--- config.mk ---
export PLATFORM = sky130hd
export DESIGN_NAME = event_binding_dispatch_table_core
export DESIGN_NICKNAME = d
export VERILOG_FILES = /design/src/ebd_pkg.sv /design/src/ebd_cell.sv /design/src/event_binding_dispatch_table_core.sv
export SDC_FILE = /design/constraint.sdc
export NUM_CORES = 1
export LEC_CHECK = 0
export BUFFER_PORTS_ARGS = -buffer_cell sky130_fd_sc_hd__buf_4
export CAP_MARGIN = 25
export CORE_MARGIN = 1
export CORE_UTILIZATION = 26
export DETAILED_ROUTE_END_ITERATION = 12
export SLEW_MARGIN = 10
export SYNTH_ARGS = -nofsm -noshare
export SYNTH_HDL_FRONTEND = slang
export SYNTH_HIERARCHICAL = 1
export SYNTH_SLANG_ARGS = --single-unit
--- constraint.sdc ---
create_clock -name clk -period 4.4 [get_ports clk]
set_input_delay 1.1 -clock clk [delete_from_list [all_inputs] [get_ports clk]]
set_output_delay 1.1 -clock clk [all_outputs]
set_load 0.1 [all_outputs]
--- src/ebd_pkg.sv ---
package ebd_pkg;

	// request codes carried on the input kind field
	localparam logic [2:0] REQ_BIND       = 3'd0;
	localparam logic [2:0] REQ_UNBIND     = 3'd1;
	localparam logic [2:0] REQ_UNBIND_ALL = 3'd2;
	localparam logic [2:0] REQ_TRIGGER    = 3'd3;
	localparam logic [2:0] REQ_ACK        = 3'd4;

	// result status codes
	localparam logic [1:0] STAT_OK        = 2'd0;
	localparam logic [1:0] STAT_BOUND     = 2'd1;
	localparam logic [1:0] STAT_NOT_BOUND = 2'd2;
	localparam logic [1:0] STAT_FULL      = 2'd3;

	// cap on deliveries made by one trigger
	localparam int MAX_RESULTS = 16;
	localparam int RES_CNT_W   = 5;

	// one binding held by a cell
	typedef struct packed {
		logic [7:0] task_id;
		logic [7:0] event_id;
		logic       armed;
	} entry_t;

	// per-cell control from the sequencer
	typedef struct packed {
		logic shift;
		logic wr;
	} cell_ctl_t;

	typedef enum logic [1:0] {
		ST_IDLE,
		ST_SCAN,
		ST_DONE
	} state_t;

endpackage

--- src/ebd_cell.sv ---
module ebd_cell
	import ebd_pkg::*;
(
	input  logic      clk,
	input  cell_ctl_t ctl,
	input  entry_t    next_entry,
	input  entry_t    wr_entry,
	output entry_t    entry
);

	entry_t entry_q;

	// a write from the sequencer wins over the shift from the neighbor
	always_ff @(posedge clk) begin
		if (ctl.wr) begin
			entry_q <= wr_entry;
		end else if (ctl.shift) begin
			entry_q <= next_entry;
		end
	end

	assign entry = entry_q;

endmodule

--- src/event_binding_dispatch_table_core.sv ---
// Event binding dispatch table.
// Input channel s_*: one request item per handshake; s_tuser carries the
// request kind, s_tdata the task and event ids. Output channel m_*: result
// items; m_tuser flags a delivery, m_tdata holds status and delivered task,
// m_tlast marks the final result of a request.
// The table is a row of TABLE_DEPTH cells. A request walks the occupied
// entries past the head cell, one entry a cycle unless the output stalls,
// while every cell hands its entry to the neighbor toward the head; kept
// entries are written back behind the unscanned ones, so removals keep
// table order. A request scans each occupied entry, then leaves the scan
// for a finish step that loads the final result; a new request is taken
// the cycle after the final result is loaded. The single output register
// stalls the scan and the finish while a result waits to be taken.
// Reset empties the table (fill count to zero) and drops any pending result;
// entry contents are never cleared and only entries below the count are read.
module event_binding_dispatch_table_core
	import ebd_pkg::*;
#(
	parameter int TABLE_DEPTH = 16
) (
	input  logic        clk,
	input  logic        arst_n,
	input  logic        s_tvalid,
	output logic        s_tready,
	input  logic [15:0] s_tdata,   // task_id[7:0], event_id[15:8]
	input  logic [2:0]  s_tuser,   // req_type[2:0]
	output logic        m_tvalid,
	input  logic        m_tready,
	output logic [15:0] m_tdata,   // status[1:0], dispatch_task[9:2], zero[15:10]
	output logic [0:0]  m_tuser,   // dispatch_valid[0]
	output logic        m_tlast
);

	localparam int IDX_W = (TABLE_DEPTH > 1) ? $clog2(TABLE_DEPTH) : 1;
	localparam int CNT_W = $clog2(TABLE_DEPTH + 1);

	state_t state_q, state_d;

	logic [CNT_W-1:0]     count_q;
	logic [CNT_W-1:0]     rem_q;
	logic [CNT_W-1:0]     kept_q;
	logic                 found_q;
	logic                 pend_valid_q;
	logic [7:0]           pend_task_q;
	logic [RES_CNT_W-1:0] nres_q;

	logic [2:0] req_q;
	logic [7:0] task_q;
	logic [7:0] event_q;

	logic       out_valid_q;
	logic [1:0] out_status_q;
	logic       out_dv_q;
	logic [7:0] out_task_q;
	logic       out_last_q;

	entry_t    cell_entry [TABLE_DEPTH];
	cell_ctl_t cell_ctl   [TABLE_DEPTH];
	entry_t    wr_entry;

	entry_t           head;
	entry_t           proc;
	logic             keep;
	logic             hit_pair;
	logic             hit_first;
	logic             fire;
	logic             step;
	logic             finish;
	logic             append;
	logic             can_emit;
	logic             emit;
	logic [1:0]       emit_status;
	logic             emit_dv;
	logic [7:0]       emit_task;
	logic             emit_last;
	logic [1:0]       fin_status;
	logic [CNT_W-1:0] wr_pos;
	logic [IDX_W-1:0] wr_idx;
	logic [IDX_W-1:0] app_idx;
	logic             accept;

	assign accept   = s_tvalid && s_tready;
	assign can_emit = !out_valid_q || m_tready;
	assign head     = cell_entry[0];

	// per-entry decision at the head cell
	always_comb begin
		hit_pair  = (head.task_id == task_q) && (head.event_id == event_q);
		hit_first = hit_pair && !found_q;
		proc      = head;
		keep      = 1'b1;
		fire      = 1'b0;
		case (req_q)
			REQ_UNBIND: begin
				keep = !hit_first;
			end
			REQ_UNBIND_ALL: begin
				keep = (head.task_id != task_q);
			end
			REQ_ACK: begin
				if (hit_first) begin
					proc.armed = 1'b1;
				end
			end
			REQ_TRIGGER: begin
				fire = (head.event_id == event_q) && head.armed &&
					(nres_q < RES_CNT_W'(MAX_RESULTS));
				if (fire) begin
					proc.armed = 1'b0;
				end
			end
			default: begin
				keep = 1'b1;
			end
		endcase
	end

	// status of the closing result
	always_comb begin
		fin_status = STAT_OK;
		append     = 1'b0;
		case (req_q)
			REQ_BIND: begin
				if (found_q) begin
					fin_status = STAT_BOUND;
				end else if (kept_q >= CNT_W'(TABLE_DEPTH)) begin
					fin_status = STAT_FULL;
				end else begin
					append = finish;
				end
			end
			REQ_UNBIND, REQ_ACK: begin
				fin_status = found_q ? STAT_OK : STAT_NOT_BOUND;
			end
			default: begin
				fin_status = STAT_OK;
			end
		endcase
	end

	// sequencer: next state, scan steps and result loads
	always_comb begin
		state_d     = state_q;
		s_tready    = 1'b0;
		step        = 1'b0;
		finish      = 1'b0;
		emit        = 1'b0;
		emit_status = STAT_OK;
		emit_dv     = 1'b0;
		emit_task   = 8'd0;
		emit_last   = 1'b0;
		case (state_q)
			ST_IDLE: begin
				s_tready = 1'b1;
				if (s_tvalid) begin
					state_d = ST_SCAN;
				end
			end
			ST_SCAN: begin
				if (rem_q == '0) begin
					state_d = ST_DONE;
				end else if (can_emit) begin
					step = 1'b1;
					if (fire && pend_valid_q) begin
						emit      = 1'b1;
						emit_dv   = 1'b1;
						emit_task = pend_task_q;
					end
				end
			end
			ST_DONE: begin
				if (can_emit) begin
					finish    = 1'b1;
					emit      = 1'b1;
					emit_last = 1'b1;
					state_d   = ST_IDLE;
					if (req_q == REQ_TRIGGER && pend_valid_q) begin
						emit_dv   = 1'b1;
						emit_task = pend_task_q;
					end else begin
						emit_status = fin_status;
					end
				end
			end
			default: begin
				state_d = ST_IDLE;
			end
		endcase
	end

	// write-back slot sits just behind the unscanned entries
	assign wr_pos  = rem_q - CNT_W'(1) + kept_q;
	assign wr_idx  = wr_pos[IDX_W-1:0];
	assign app_idx = kept_q[IDX_W-1:0];

	always_comb begin
		if (append) begin
			wr_entry.task_id  = task_q;
			wr_entry.event_id = event_q;
			wr_entry.armed    = 1'b1;
		end else begin
			wr_entry = proc;
		end
	end

	// row of cells, each fed by the neighbor farther from the head (the tail cell by its own entry)
	for (genvar i = 0; i < TABLE_DEPTH; i++) begin : g_cell
		entry_t next_entry;
		if (i == TABLE_DEPTH - 1) begin : g_tail
			assign next_entry = cell_entry[i];
		end else begin : g_body
			assign next_entry = cell_entry[i+1];
		end
		assign cell_ctl[i].shift = step;
		assign cell_ctl[i].wr    = (step && keep && (wr_idx == IDX_W'(i))) ||
			(append && (app_idx == IDX_W'(i)));
		ebd_cell u_cell (
			.clk        (clk),
			.ctl        (cell_ctl[i]),
			.next_entry (next_entry),
			.wr_entry   (wr_entry),
			.entry      (cell_entry[i])
		);
	end

	// control registers
	always_ff @(posedge clk or negedge arst_n) begin
		if (!arst_n) begin
			state_q      <= ST_IDLE;
			count_q      <= '0;
			rem_q        <= '0;
			kept_q       <= '0;
			found_q      <= 1'b0;
			pend_valid_q <= 1'b0;
			nres_q       <= '0;
			out_valid_q  <= 1'b0;
		end else begin
			state_q <= state_d;
			if (accept) begin
				rem_q        <= count_q;
				kept_q       <= '0;
				found_q      <= 1'b0;
				pend_valid_q <= 1'b0;
				nres_q       <= '0;
			end
			if (step) begin
				rem_q  <= rem_q - CNT_W'(1);
				kept_q <= kept_q + CNT_W'(keep);
				if (hit_pair) begin
					found_q <= 1'b1;
				end
				if (fire) begin
					pend_valid_q <= 1'b1;
					nres_q       <= nres_q + RES_CNT_W'(1);
				end
			end
			if (finish) begin
				count_q <= append ? kept_q + CNT_W'(1) : kept_q;
			end
			if (emit) begin
				out_valid_q <= 1'b1;
			end else if (m_tready) begin
				out_valid_q <= 1'b0;
			end
		end
	end

	// request and result payload
	always_ff @(posedge clk) begin
		if (accept) begin
			req_q   <= s_tuser;
			task_q  <= s_tdata[7:0];
			event_q <= s_tdata[15:8];
		end
		if (step && fire) begin
			pend_task_q <= head.task_id;
		end
		if (emit) begin
			out_status_q <= emit_status;
			out_dv_q     <= emit_dv;
			out_task_q   <= emit_task;
			out_last_q   <= emit_last;
		end
	end

	assign m_tvalid = out_valid_q;
	assign m_tdata  = {6'd0, out_task_q, out_status_q};
	assign m_tuser  = out_dv_q;
	assign m_tlast  = out_last_q;

	// fill count stays within the row of cells
	assert property (@(posedge clk) disable iff (!arst_n)
		count_q <= CNT_W'(TABLE_DEPTH))
		else $error("entry count beyond table depth");

	// unscanned plus kept entries never exceed the table in use
	assert property (@(posedge clk) disable iff (!arst_n)
		(state_q != ST_IDLE) |-> ({1'b0, rem_q} + {1'b0, kept_q} <= {1'b0, count_q}))
		else $error("scan bookkeeping out of range");

	// a trigger never delivers more than the cap
	assert property (@(posedge clk) disable iff (!arst_n)
		nres_q <= RES_CNT_W'(MAX_RESULTS))
		else $error("too many deliveries");

	// a delivery is always reported with success status
	assert property (@(posedge clk) disable iff (!arst_n)
		(out_valid_q && out_dv_q) |-> (out_status_q == STAT_OK))
		else $error("delivery with failure status");

	// the table only changes size at the close of a request
	assert property (@(posedge clk) disable iff (!arst_n)
		(state_q != ST_DONE) |=> $stable(count_q))
		else $error("entry count changed mid-request");

endmodule
==> impl_metrics.yaml <==
run_status:
  status: "finished, final reports clean"
setup_path:
  regToRegStartpoint: "rem_q[0]$_DFFE_PN0P_"
  critPathMaxFanout: 18
  critPathKind: "reg2reg"
  critPathCaptureType: "flip-flop"
  r2r_cells: 11
  cp_data_arrival_time_ns: 3.71
  r2r_end: "g_cell[6].u_cell/entry[3]$_DFFE_PP_"
  required_ns: 4.59
  cp-start-kind: "flip-flop"
  regToRegSetupSlack_ns: 0.88
power:
  power_switching_mw: 5.00
  switching_share_pct: 31.4
  ir_worst_vdd_uv: 390
  p_seq_share_pct: 41.7
  pwr-share-clk_pct: 19.7
  leakage_nw: 6.44
  p_per_area_nw_per_um2: 869
  power.total_mw: 15.9
  internal_power_mw: 10.9
  p_comb_share_pct: 38.6
yosys:
  yosysTopAreaCell: "edfxtp_1"
  synth_top_area_share_pct: 58.1
  synthFlopType: "edfxtp_1"
  yosysWarnings: 6
  yosysUniqueCellTypes: 60
  ys_ff_latch: 336
  synthCells: 921
  synth_area_leaders: "edfxtp_1 58%, mux2_4 13%, mux2_2 10%"
  synth_edf_count: 311
  syn_avg_cell_area_um2: 17.5
  async_reset_ff_share_pct: 7.44
  netlist_area_um2: 16100
  ys_seq_area_share_pct: 62.0
routing:
  postRouteWirelength_mm: 26.9
  drtIter0Drc: 483
  wire_per_inst_um: 15.0
  ant_nets: 0
  firstDrtPassIters: 5
  vias: 7690
  vias_per_cell: 4.30
  drc_errors: 0
floorplan:
  fp.coreArea_um2: 60700
  die_h_um: 251
  fp.dieW_um: 251
  start_util_pct: 26.5
  rows: 90
  ios: 43
  die_area_um2: 62800
clocking:
  h-tree-depth: 2
  cts.sinks: 336
  cts_max_path_buffers: 3
  cts_tree: "yes"
  post_cts_resized: 0
  cts_hold_buf: 0
  root_buffer: "clkbuf_16"
  cts_buffers: 37
  clk_pin_slew_ns: 0.06
  cts_setup_buffers: 0
  worstSkewPairLatency_ns: 0.52
placed_design:
  port-buffer-count: 36
  post-place-cells: 1723
  gp_congestion: 0.790
  place_area_um2: 17100
  place_hpwl_mm: 18.8
  dp_slack_ns: 0.696
sta:
  finalClockSkew_ns: 0.0247
  setup_viol: 0
  slew_violations: 0
  holdWs_ns: 0.479
  rsz0062_at_grt: "false"
  hold_viol: 0
  slew_headroom_pct: 44.5
  max_freq_mhz: 284
  tns_ns: 0
  fin_crit_ns: 3.52
  fin_crit_sh_pct: 79.9
  tightest_slew_ns: 0.832
  fin_ws_ns: 0.883
layout:
  finish.utilization_pct: 30.1
  finalNonFillerCells: 1790
  final_area_um2: 18300
  area_growth_pct: 13.8
  fill_cells: 5887
  n_antenna_cell: 0
  drive_above_1_share_pct: 43.8
  final_nets: 1018
worst_hold_path:
  whs_endpoint: "count_q[1]$_DFFE_PN0P_"
  worstHoldStart: "count_q[1]$_DFFE_PN0P_"
  hold_path.class: "reg2reg"
  holdPathStages: 2
grt:
  gr-total-overflow: 0
  busiest_layer: "met2"
  antenna_found_initial: 0
  grt_max_degree: 27
  grt_pass1_wl_mm: 43.9
  grtUsageMet2_pct: 14.8
  grtUsageMet3_pct: 1.83
  met1_usage_pct: 10.9
  grt_pass1_vias: 8192
  grtUsageTotal_pct: 8.62
flow_run:
  max-cap-violations: 0
[cell type report]
| class | count | area (um2) | share of cell area (%) |
|---|---|---|---|
| clock inverters | 22 | 258 | 1.41 |
| well taps | 782 | 978 | 5.35 |
| inverters | 17 | 63.8 | 0.349 |
| clock buffers | 45 | 977 | 5.34 |
| flip-flops and latches | 336 | 9960 | 54.5 |
| repair buffers | 66 | 495 | 2.71 |
| multi-input cells | 522 | 5550 | 30.4 |
[worst max path at each step]
stage	endpoint	from	slack, ns	cells after the start
final	g_cell[6].u_cell/entry[3]$_DFFE_PP_	rem_q[0]$_DFFE_PN0P_	0.88	11
after global routing	g_cell[6].u_cell/entry[3]$_DFFE_PP_	rem_q[0]$_DFFE_PN0P_	0.63	11
after CTS	g_cell[6].u_cell/entry[3]$_DFFE_PP_	rem_q[0]$_DFFE_PN0P_	0.87	12
after detailed placement	g_cell[14].u_cell/entry[2]$_DFFE_PP_	m_tready	0.70	9
after global placement	g_cell[14].u_cell/entry[8]$_DFFE_PP_	m_tready	0.64	9
after floorplan	g_cell[11].u_cell/entry[0]$_DFFE_PP_	m_tready	0.88	9
[per-layer routing]
metal  wire length, um  share of wire, %
met1             12200                46
met2             13200                49
met3              1030               3.8
met4               460               1.7
met5                 0                 0
[cells by family (layout without fill, tap and decap cells)]
logic type | after synthesis | in the layout | synth area share (%)
other | 1 | 6 | 0.0233
and+or+nand+nor | 122 | 122 | 4.42
adders and majority gates | 15 | 15 | 1.21
AOI/OAI and AO/OA | 61 | 61 | 2.49
muxes | 291 | 291 | 23.7
buffers and inverters | 68 | 150 | 4.44
DFF | 336 | 336 | 62.0
xor gates and xnor gates | 27 | 27 | 1.68
[cells in the mapped netlist (2+ instances only)]
cell type	n
a21o_1	2
a21oi_1	7
a21oi_2	2
a31oi_1	4
and2_1	11
and3_1	2
and3b_1	2
buf_12	16
buf_2	3
buf_4	9
buf_6	16
clkbuf_1	3
clkbuf_8	4
dfrtp_1	25
edfxtp_1	311
ha_1	14
inv_1	15
mux2_2	145
mux2_4	144
mux2i_1	2
nand2_1	26
nand2b_1	3
nand3_1	12
nand4_1	13
nor2_1	14
nor2b_1	2
nor3_1	5
nor3b_1	2
nor4_2	2
nor4b_1	4
o21ai_0	18
o22ai_1	11
o31ai_1	2
o32ai_1	4
or2_1	17
or3_1	3
xnor2_1	11
xor2_1	13
[sequential cells by signal, indices dropped and copies added, names as in the netlist]
register / count
out_status_q: 2
g_cell.u_cell/entry: 272
req_q: 3
m_tlast: 1
m_tuser: 1
count_q: 5
found_q: 1
state_q: 2
out_task_q: 8
task_q: 8
m_tvalid: 1
event_q: 8
pend_task_q: 8
rem_q: 5
nres_q: 5
pend_valid_q: 1
kept_q: 5
[power by group through the flow]
stage	registers, mW	clock network, mW	logic (mW)
2_1_floorplan	6.61	0	5.11
3_3_place_gp	6.64	0	6.04
3_5_place_dp	6.72	0	6.19
4_1_cts	6.66	3.23	6.23
5_1_grt	6.79	3.36	6.68
6_report	6.63	3.13	6.13
[critical path, stage by stage, from the launching register on]
cell	delay [ns]
dfrtp_1	0.42
inv_1	0.12
ha_1	0.21
xor2_1	0.29
ha_1	0.34
a21oi_2	0.34
xor2_2	0.38
nand2_1	0.16
o32ai_4	0.22
buf_4	0.31
or2_1	0.15
buf_4	0.24
[cell usage in the layout (no fill, tap or decap), types with 14 or more instances in the layout]
| master | n |
|---|---|
| mux2_4 | 144 |
| ha_1 | 14 |
| mux2_2 | 145 |
| dfrtp_1 | 25 |
| buf_4 | 66 |
| edfxtp_1 | 311 |
| clkbuf_16 | 38 |
| inv_1 | 15 |
| o21ai_0 | 17 |
| nor2_1 | 14 |
| nand2_1 | 26 |
| or2_1 | 17 |
Note: power is estimated with default switching activity, not from simulation.
